<file path="config.mk">
export PLATFORM = sky130hd
export DESIGN_NAME = utf16_to_utf8_encoder_flat
export DESIGN_NICKNAME = d
export VERILOG_FILES = /design/src/rtl/core/utfe_pkg.sv /design/src/rtl/core/utfe_if.sv /design/src/rtl/core/utfe_front.sv /design/src/rtl/core/utfe_queue.sv /design/src/rtl/core/utfe_back.sv /design/src/rtl/core/utf16_to_utf8_encoder.sv /design/src/flat_wrapper.sv
export SDC_FILE = /design/constraint.sdc
export NUM_CORES = 1
export LEC_CHECK = 0
export BUFFER_PORTS_ARGS = -buffer_cell sky130_fd_sc_hd__buf_2
export CORE_MARGIN = 4
export CORE_UTILIZATION = 30
export DETAILED_ROUTE_END_ITERATION = 7
export PLACE_DENSITY = 0.49
export SYNTH_ARGS = -nofsm -noshare
export SYNTH_HDL_FRONTEND = slang
export SYNTH_SLANG_ARGS = --single-unit
</file>
<file path="constraint.sdc">
create_clock -name clk -period 5.1 [get_ports clk]
set_clock_uncertainty 0.1 [all_clocks]
set_input_delay 1.02 -clock clk [delete_from_list [all_inputs] [get_ports clk]]
set_output_delay 1.02 -clock clk [all_outputs]
set_load 0.03 [all_outputs]
</file>
<file path="src/rtl/core/utfe_pkg.sv">
// Shared types, constants and byte-forming helpers for the UTF-16 to UTF-8 encoder.
package utfe_pkg;

  typedef logic [20:0] cp_t;
  typedef logic [1:0]  err_t;
  typedef logic [1:0]  bidx_t;

  // Error codes carried on the result channel
  localparam err_t ERR_NONE          = 2'd0;
  localparam err_t ERR_HIGH_AT_END   = 2'd1;
  localparam err_t ERR_UNPAIRED_HIGH = 2'd2;
  localparam err_t ERR_LONE_LOW      = 2'd3;

  // Surrogate ranges
  localparam logic [15:0] HIGH_FIRST = 16'hD800;
  localparam logic [15:0] HIGH_LAST  = 16'hDBFF;
  localparam logic [15:0] LOW_FIRST  = 16'hDC00;
  localparam logic [15:0] LOW_LAST   = 16'hDFFF;

  // Code point bounds
  localparam cp_t SUPP_BASE = 21'h01_0000;
  localparam cp_t MAX_1B    = 21'h00_007F;
  localparam cp_t MAX_2B    = 21'h00_07FF;
  localparam cp_t MAX_3B    = 21'h00_FFFF;

  // UTF-8 byte marks
  localparam logic [7:0] LEAD_2B   = 8'hC0;
  localparam logic [7:0] LEAD_3B   = 8'hE0;
  localparam logic [7:0] LEAD_4B   = 8'hF0;
  localparam logic [7:0] CONT_MARK = 8'h80;

  // One queued job: a code point to encode, or an error report
  typedef struct packed {
    cp_t   cp;
    err_t  err;
    bidx_t last_idx;   // index of the final byte (0..3)
  } job_t;

  // Index of the last UTF-8 byte for a code point
  function automatic bidx_t utf8_last_idx(cp_t cp);
    bidx_t n;
    if (cp <= MAX_1B)      n = 2'd0;
    else if (cp <= MAX_2B) n = 2'd1;
    else if (cp <= MAX_3B) n = 2'd2;
    else                   n = 2'd3;
    return n;
  endfunction

  // Byte number idx of the UTF-8 sequence for cp
  function automatic logic [7:0] utf8_byte(cp_t cp, bidx_t last_idx, bidx_t idx);
    bidx_t      sh;
    logic [5:0] six;
    logic [7:0] b;
    sh = last_idx - idx;
    case (sh)
      2'd0:    six = cp[5:0];
      2'd1:    six = cp[11:6];
      2'd2:    six = cp[17:12];
      default: six = {3'b000, cp[20:18]};
    endcase
    if (idx == 2'd0) begin
      case (last_idx)
        2'd0:    b = cp[7:0];
        2'd1:    b = LEAD_2B | {2'b00, six};
        2'd2:    b = LEAD_3B | {2'b00, six};
        default: b = LEAD_4B | {2'b00, six};
      endcase
    end else begin
      b = CONT_MARK | {2'b00, six};
    end
    return b;
  endfunction

endpackage

</file>
<file path="src/rtl/core/utfe_if.sv">
// Valid/ready channel interfaces for code units in and UTF-8 bytes out.
interface utfe_in_if;
  logic        valid;
  logic        ready;
  logic [15:0] code_unit;
  logic        string_end;

  modport source (output valid, output code_unit, output string_end, input ready);
  modport sink   (input valid, input code_unit, input string_end, output ready);
endinterface

interface utfe_out_if;
  logic       valid;
  logic       ready;
  logic [7:0] out_byte;
  logic [1:0] error_code;
  logic       last_of_run;

  modport source (output valid, output out_byte, output error_code, output last_of_run,
                  input ready);
  modport sink   (input valid, input out_byte, input error_code, input last_of_run,
                  output ready);
endinterface

</file>
<file path="src/rtl/core/utfe_front.sv">
// Front end: accepts code units, pairs surrogates, tracks abort state, queues jobs.
module utfe_front (
  input  logic            clk,
  input  logic            rst_n,
  input  logic            cfg_we,
  input  logic            cfg_wdata,
  utfe_in_if.sink         in_ch,
  input  logic            q_full,
  output logic            q_push,
  output utfe_pkg::job_t  q_job
);

  logic       ignore_invalid_r;
  logic [9:0] high_payload_r, high_payload_nxt;
  logic       high_pending_r, high_pending_nxt;
  logic       discarding_r, discarding_nxt;

  logic            xfer;
  logic            is_high, is_low, strict, have;
  utfe_pkg::err_t  err;
  utfe_pkg::cp_t   cp;

  assign in_ch.ready = !q_full;
  assign xfer        = in_ch.valid && in_ch.ready;
  assign strict      = !ignore_invalid_r;
  assign is_high     = in_ch.code_unit inside {[utfe_pkg::HIGH_FIRST:utfe_pkg::HIGH_LAST]};
  assign is_low      = in_ch.code_unit inside {[utfe_pkg::LOW_FIRST:utfe_pkg::LOW_LAST]};

  // Classify the unit and compute next surrogate / abort state
  always_comb begin
    high_payload_nxt = high_payload_r;
    high_pending_nxt = high_pending_r;
    discarding_nxt   = discarding_r;
    err              = utfe_pkg::ERR_NONE;
    cp               = '0;
    have             = 1'b0;
    q_push           = 1'b0;

    if (xfer) begin
      if (discarding_r) begin
        if (in_ch.string_end) discarding_nxt = 1'b0;
      end else begin
        // held high surrogate meets the next unit
        if (high_pending_r) begin
          high_pending_nxt = 1'b0;
          if (is_low) begin
            cp   = utfe_pkg::SUPP_BASE + {1'b0, high_payload_r, in_ch.code_unit[9:0]};
            have = 1'b1;
          end else if (strict) begin
            err = utfe_pkg::ERR_UNPAIRED_HIGH;
          end
        end

        if (!have && err == utfe_pkg::ERR_NONE) begin
          if (is_high) begin
            if (in_ch.string_end) begin
              if (strict) err = utfe_pkg::ERR_HIGH_AT_END;
            end else begin
              high_pending_nxt = 1'b1;
              high_payload_nxt = in_ch.code_unit[9:0];
            end
          end else if (is_low) begin
            if (strict) err = utfe_pkg::ERR_LONE_LOW;
          end else begin
            cp   = {5'd0, in_ch.code_unit};
            have = 1'b1;
          end
        end

        if (err != utfe_pkg::ERR_NONE) begin
          q_push           = 1'b1;
          high_pending_nxt = 1'b0;
          if (!in_ch.string_end) discarding_nxt = 1'b1;
        end else begin
          q_push = have;
          if (in_ch.string_end) high_pending_nxt = 1'b0;
        end
      end
    end
  end

  // Job payload: error jobs carry one zero byte
  always_comb begin
    q_job.err = err;
    if (err != utfe_pkg::ERR_NONE) begin
      q_job.cp       = '0;
      q_job.last_idx = 2'd0;
    end else begin
      q_job.cp       = cp;
      q_job.last_idx = utfe_pkg::utf8_last_idx(cp);
    end
  end

  // State registers
  always_ff @(posedge clk) begin
    if (!rst_n) begin
      ignore_invalid_r <= 1'b0;
      high_payload_r   <= '0;
      high_pending_r   <= 1'b0;
      discarding_r     <= 1'b0;
    end else begin
      if (cfg_we) ignore_invalid_r <= cfg_wdata;
      high_payload_r <= high_payload_nxt;
      high_pending_r <= high_pending_nxt;
      discarding_r   <= discarding_nxt;
    end
  end

endmodule

</file>
<file path="src/rtl/core/utfe_queue.sv">
// Small job queue between front and back ends.
module utfe_queue #(
  parameter int DEPTH = 4
) (
  input  logic            clk,
  input  logic            rst_n,
  input  logic            push,
  input  utfe_pkg::job_t  push_job,
  output logic            full,
  input  logic            pop,
  output logic            pop_valid,
  output utfe_pkg::job_t  pop_job
);

  localparam int PTR_W = (DEPTH > 1) ? $clog2(DEPTH) : 1;
  localparam int CNT_W = $clog2(DEPTH + 1);

  utfe_pkg::job_t mem [DEPTH];
  logic [PTR_W-1:0] wr_ptr_r, rd_ptr_r;
  logic [CNT_W-1:0] count_r;
  logic             do_push, do_pop;

  assign full      = (count_r == CNT_W'(DEPTH));
  assign pop_valid = (count_r != '0);
  assign do_push   = push && !full;
  assign do_pop    = pop && pop_valid;
  assign pop_job   = mem[rd_ptr_r];

  // Storage write
  always_ff @(posedge clk) begin
    if (do_push) mem[wr_ptr_r] <= push_job;
  end

  // Pointers and fill level
  always_ff @(posedge clk) begin
    if (!rst_n) begin
      wr_ptr_r <= '0;
      rd_ptr_r <= '0;
      count_r  <= '0;
    end else begin
      if (do_push)
        wr_ptr_r <= (wr_ptr_r == PTR_W'(DEPTH - 1)) ? '0 : wr_ptr_r + 1'b1;
      if (do_pop)
        rd_ptr_r <= (rd_ptr_r == PTR_W'(DEPTH - 1)) ? '0 : rd_ptr_r + 1'b1;
      if (do_push && !do_pop)      count_r <= count_r + 1'b1;
      else if (!do_push && do_pop) count_r <= count_r - 1'b1;
    end
  end

endmodule

</file>
<file path="src/rtl/core/utfe_back.sv">
// Back end: expands each queued job into UTF-8 bytes, one transfer per byte.
module utfe_back (
  input  logic            clk,
  input  logic            rst_n,
  input  logic            q_valid,
  input  utfe_pkg::job_t  q_job,
  output logic            q_pop,
  utfe_out_if.source      out_ch
);

  logic                   cur_valid_r;
  utfe_pkg::job_t         cur_r;
  utfe_pkg::bidx_t        idx_r;
  logic                   out_valid_r;
  logic [7:0]             out_byte_r;
  utfe_pkg::err_t         out_err_r;
  logic                   out_last_r;

  logic                   out_free, out_load, cur_last;
  logic [7:0]             next_byte;

  assign out_free = !out_valid_r || out_ch.ready;
  assign out_load = cur_valid_r && out_free;
  assign cur_last = (idx_r == cur_r.last_idx);
  assign q_pop    = q_valid && (!cur_valid_r || (out_load && cur_last));

  assign next_byte = (cur_r.err != utfe_pkg::ERR_NONE) ? 8'h00 :
                     utfe_pkg::utf8_byte(cur_r.cp, cur_r.last_idx, idx_r);

  // Current job and byte index
  always_ff @(posedge clk) begin
    if (!rst_n) begin
      cur_valid_r <= 1'b0;
      idx_r       <= '0;
    end else if (q_pop) begin
      cur_valid_r <= 1'b1;
      idx_r       <= '0;
    end else if (out_load && cur_last) begin
      cur_valid_r <= 1'b0;
    end else if (out_load) begin
      idx_r <= idx_r + 1'b1;
    end
  end

  always_ff @(posedge clk) begin
    if (q_pop) cur_r <= q_job;
  end

  // Output register
  always_ff @(posedge clk) begin
    if (!rst_n) begin
      out_valid_r <= 1'b0;
    end else if (out_load) begin
      out_valid_r <= 1'b1;
    end else if (out_ch.ready) begin
      out_valid_r <= 1'b0;
    end
  end

  always_ff @(posedge clk) begin
    if (out_load) begin
      out_byte_r <= next_byte;
      out_err_r  <= cur_r.err;
      out_last_r <= cur_last;
    end
  end

  assign out_ch.valid       = out_valid_r;
  assign out_ch.out_byte    = out_byte_r;
  assign out_ch.error_code  = out_err_r;
  assign out_ch.last_of_run = out_last_r;

endmodule

</file>
<file path="src/rtl/core/utf16_to_utf8_encoder.sv">
// UTF-16 to UTF-8 encoder top level: front end, job queue and byte emitter.
//
// Usage:
//   in_ch  carries one UTF-16 code unit per transfer, with string_end on the
//          last unit of a string. out_ch carries one UTF-8 byte per transfer;
//          last_of_run marks the final byte caused by one input unit, and
//          error_code is nonzero (with a zero byte) on an error report.
//   cfg_we/cfg_wdata write ignore_invalid (reset 0 = strict). Write it only
//   while the block is idle.
// Timing:
//   The first byte of a unit passes through the job queue, the current-job
//   register and the output register before out_ch offers it. The byte
//   emitter sends one byte per cycle while out_ch.ready is high: one unit
//   per cycle for ASCII, four bytes for a supplementary code point. A held
//   high surrogate or a discarded unit queues no job. The job queue
//   (QUEUE_DEPTH entries) lets input keep flowing meanwhile.
// Reset and stalls:
//   Synchronous active-low reset empties the queue and output register and
//   clears held surrogate and abort state. When out_ch.ready is low the
//   output byte holds; the queue fills and in_ch.ready then drops.
module utf16_to_utf8_encoder #(
  parameter int QUEUE_DEPTH = 4
) (
  input  logic        clk,
  input  logic        rst_n,
  input  logic        cfg_we,
  input  logic        cfg_wdata,
  utfe_in_if.sink     in_ch,
  utfe_out_if.source  out_ch
);

  logic            q_push, q_full, q_pop, q_valid;
  utfe_pkg::job_t  push_job, pop_job;

  utfe_front u_front (
    .clk       (clk),
    .rst_n     (rst_n),
    .cfg_we    (cfg_we),
    .cfg_wdata (cfg_wdata),
    .in_ch     (in_ch),
    .q_full    (q_full),
    .q_push    (q_push),
    .q_job     (push_job)
  );

  utfe_queue #(.DEPTH(QUEUE_DEPTH)) u_queue (
    .clk       (clk),
    .rst_n     (rst_n),
    .push      (q_push),
    .push_job  (push_job),
    .full      (q_full),
    .pop       (q_pop),
    .pop_valid (q_valid),
    .pop_job   (pop_job)
  );

  utfe_back u_back (
    .clk     (clk),
    .rst_n   (rst_n),
    .q_valid (q_valid),
    .q_job   (pop_job),
    .q_pop   (q_pop),
    .out_ch  (out_ch)
  );

endmodule
</file>
<file path="src/flat_wrapper.sv">
// flat-port wrapper written by rule: the top's interface ports become plain ports
module utf16_to_utf8_encoder_flat 
#(
  parameter int QUEUE_DEPTH = 4
)
  (clk, rst_n, cfg_we, cfg_wdata, in_ch_valid, in_ch_code_unit, in_ch_string_end, in_ch_ready, out_ch_valid, out_ch_out_byte, out_ch_error_code, out_ch_last_of_run, out_ch_ready);
  utfe_in_if in_ch_i ();
  utfe_out_if out_ch_i ();
  input  logic clk;
  input  logic rst_n;
  input  logic cfg_we;
  input  logic cfg_wdata;
  input wire logic [$bits(in_ch_i.valid)-1:0] in_ch_valid;
  input wire logic [$bits(in_ch_i.code_unit)-1:0] in_ch_code_unit;
  input wire logic [$bits(in_ch_i.string_end)-1:0] in_ch_string_end;
  output wire logic [$bits(in_ch_i.ready)-1:0] in_ch_ready;
  output wire logic [$bits(out_ch_i.valid)-1:0] out_ch_valid;
  output wire logic [$bits(out_ch_i.out_byte)-1:0] out_ch_out_byte;
  output wire logic [$bits(out_ch_i.error_code)-1:0] out_ch_error_code;
  output wire logic [$bits(out_ch_i.last_of_run)-1:0] out_ch_last_of_run;
  input wire logic [$bits(out_ch_i.ready)-1:0] out_ch_ready;
  assign in_ch_i.valid = in_ch_valid;
  assign in_ch_i.code_unit = in_ch_code_unit;
  assign in_ch_i.string_end = in_ch_string_end;
  assign in_ch_ready = in_ch_i.ready;
  assign out_ch_valid = out_ch_i.valid;
  assign out_ch_out_byte = out_ch_i.out_byte;
  assign out_ch_error_code = out_ch_i.error_code;
  assign out_ch_last_of_run = out_ch_i.last_of_run;
  assign out_ch_i.ready = out_ch_ready;
  utf16_to_utf8_encoder #(.QUEUE_DEPTH(QUEUE_DEPTH)) u_core (.clk(clk), .rst_n(rst_n), .cfg_we(cfg_we), .cfg_wdata(cfg_wdata), .in_ch(in_ch_i), .out_ch(out_ch_i));
endmodule
</file>
==> flow_summary.toml <==
[yosys]
synthCells = 413
synthAdderAreaFrac_pct = 2.731
synthTopCellsByArea = "edfxtp_1 61%, mux4_2 8.4%, dfxtp_1 7.2%, mux2i_1 3.6%, ha_1 2.4%"
synth_edf_count = 136
synth_top_family_by_area = "multiplexers"
synth_warnings = 0
synth_area_leader_cell = "edfxtp_1"
avgSynthCellArea_sq_um = 16.20
synth-simple-area-share_pct = 8.436
ys_async_sr_fraction_pct = 0
ys_types = 60
yosys-mux-area-fraction_pct = 12.35
seq_area_frac_synth_pct = 68.24
synth-compound-area-share_pct = 4.994
synthesis.nets = 450
synth_area_sq_mm = 0.006689
ys.flop_type = "edfxtp_1"
yosys-top-cells-count = "136 x edfxtp_1, 33 x nor2_1, 25 x mux4_2, 24 x dfxtp_1, 24 x mux2i_1"
synth-xor-area-share_pct = 1.122
synth_seq_cells = 160
yosysMostFrequentCell = "edfxtp_1"
synth_top_area_share_pct = 61.05

[critical_path]
critPathLaunch = "u_core.u_back.cur_r[0]"
r2r_start = "u_core.u_back.cur_r[0]"
critPathArrivalTime_ns = 3.14
worstSetupEndpointType = "flop"
crit_family = "adder cells"
crit_path_end = "u_core.u_queue.count_r[2]"
crit_path_frequent_cell = "inv_1"
cp_slowest_stage_delay_ns = 0.43
crit_required_ns = 5.33
crit_slowest_cell = "ha_1"
ff2ff_setup_slack_ns = 2.19
startpoint_type = "flop"
r2r_end = "u_core.u_queue.count_r[2]"
path_cells = "inv_1 > ha_1 > a31oi_1 > nor2_2 > inv_1 > ha_1 > inv_1 > fa_1 > xor2_1 > or3_1 > a21oi_1"
crit_type = "reg -> reg"
reg2reg_depth = 11
cp.depth = 11
crit_buf_inv = 3
critPathMaxFanout = 9

[timing]
fmax_ghz = 0.3438
min_period_ns = 2.908
relSlewSlack_pct = 35.77
slew_violations = 0
finalSetupTns_ns = 0
tightest_slew_ns = 0.9634
finalHoldViolCount = 0
setup-violations-final = 0
post-route-period-util_pct = 57.02
rsz0062_at_grt = "false"

[finish]
stdcell_count = 751
fill_cells = 2089
drive_above_1_share_pct = 23.14
area_delta_synth_final_pct = 17.10
seqCellArea_sq_mm = 0.004566
antenna_cells = 0
nets = 495
multi_input_area_sq_mm = 0.001989

[global_routing]
grt_use_total_pct = 11.05
grt_pass1_vias = 3559
grt_max_degree = 30
grt_pass1_wl_um = 20420
overflow = 0
grt_antenna_before_repair = 0

[die]
fp.dieH_um = 157.3
num_rows = 54
io_pins = 36
dieArea_sq_mm = 0.02475
core-area_sq_mm = 0.02189
initial_core_util_pct = 30.56
dieWidth_um = 157.3

[cts]
clock_latency_ns = 0.41
cts_buffer_depth = 2
post-cts-setup-buffers = 0
cts-root-buf = "clkbuf_16"
cts_hold_buf = 0
clk_pin_slew_ns = 0.06
cts-resized-gates = 0
cts_tree = "done"
cts_max_level = 4
cts-buffers-inserted = 17
clock_sink_count = 160

[route]
drt_wl_total_um = 13050
drt-pass1-iter-count = 5
vias = 3506
wl_per_cell_um = 17.37
vias_per_cell = 4.668
drtAntennaViolNets = 0
drt_iter0_drc = 170
drc = 0

[flow_run]
drv_cap = 0

[outcome]
status = "completed"

[min_path]
hp-class = "reg -> reg"

[placement]
place_congestion = 0.8420
numPortBuffers = 35
place_hpwl_um = 9011
place_inst = 719

[power_and_ir_drop]
ir_worst_vdd_mv = 0.2211
power.leakage_nw = 2.740
power_density_mw_per_mm2 = 556.6
registers in the layout, indices dropped and copies added (netlist names):
name and cells:
u_core.u_queue.mem 100, u_core.u_back.cur_r 25, u_core.u_front.high_payload_r 10, u_core.u_back.out_ch.out_byte 8
u_core.u_queue.count_r 3, u_core.u_back.idx_r 2, u_core.u_back.out_ch.error_code 2, u_core.u_queue.rd_ptr_r 2
u_core.u_queue.wr_ptr_r 2, u_core.u_back.cur_valid_r 1, u_core.u_back.out_ch.last_of_run 1, u_core.u_back.out_ch.valid 1
u_core.u_front.discarding_r 1, u_core.u_front.high_pending_r 1, u_core.u_front.ignore_invalid_r 1
report_power, final:
| part | leakage, nW | internal, mW | switching (mW) |
|---|---|---|---|
| registers | 1.49 | 1.77 | 0.131 |
| clock network | 0.318 | 0.892 | 0.483 |
| logic | 0.931 | 0.455 | 0.627 |
final cells by class:
type                    instances  area share, %
flip-flops and latches        160          58.29
clock inverters                11          2.380
clock buffers                  21          5.879
repair buffers                 41          2.811
multi-input cells             222          25.40
inverters                      16         0.7668
well taps                     280          4.473
cell usage in the layout (no fill, tap or decap), drive strengths merged, types with 13 or more instances in the layout:
cell type / instances
dfxtp: 24
clkbuf: 21
buf: 41
mux4: 25
mux2i: 24
ha: 13
and2: 17
nor2: 34
edfxtp: 136
inv: 16
logic make-up after synthesis:
group                    Yosys count
adder cells (fa/ha/maj)           14
buffers and inverters             31
XOR/XNOR                           7
AO/OA/AOI/OAI                     47
flip-flops                       160
AND/OR/NAND/NOR                  103
multiplexers                      51
worst min path at each step:
stage | from | cells past startpoint | to | slack (ns)
after floorplan | u_core.u_back.cur_valid_r | 2 | u_core.u_back.out_ch.valid | 0.34
after global placement | u_core.u_back.cur_valid_r | 2 | u_core.u_back.out_ch.valid | 0.36
after detailed placement | u_core.u_back.cur_r[2] | 0 | u_core.u_back.out_ch.error_code[0] | 0.37
after CTS | u_core.u_back.cur_valid_r | 2 | u_core.u_back.out_ch.valid | 0.38
after global routing | u_core.u_back.cur_valid_r | 2 | u_core.u_back.out_ch.valid | 0.40
final | u_core.u_back.cur_valid_r | 2 | u_core.u_back.out_ch.valid | 0.37
per-stage QoR:
| step | util [%] | area, sq um | hold WS [ns] | power, mW | setup WS (ns) |
|---|---|---|---|---|---|
| 6_report | 35.78 | 7833 | 0.3736 | 4.359 | 2.192 |
| 5_1_grt | 35.78 | 7833 | 0.3954 | 4.592 | 1.989 |
| 2_1_floorplan | - | 6689 | 0.3418 | 2.725 | 1.313 |
| 3_3_place_gp | 32.80 | 7181 | 0.3590 | 3.013 | 1.540 |
| 3_5_place_dp | 32.82 | 7186 | 0.3662 | 3.036 | 1.774 |
| 4_1_cts | 35.78 | 7833 | 0.3787 | 4.423 | 2.183 |
metal layers:
metal	global-route usage, %	up-vias	wire [um]
met5	0	-	0
met4	4.097	0	117
met3	2.832	7	547
met2	16.71	69	6041
met1	15.39	1748	6339
li1	-	1682	-
worst reg2reg max path: stages, from the launching register on:
cell      delay (ns)
edfxtp_1        0.39
inv_1           0.10
ha_1            0.43
a31oi_1         0.37
nor2_2          0.11
inv_1           0.08
ha_1            0.17
inv_1           0.07
fa_1            0.38
xor2_1          0.18
or3_1           0.31
a21oi_1         0.14
Power figures use the tool's default switching activity.
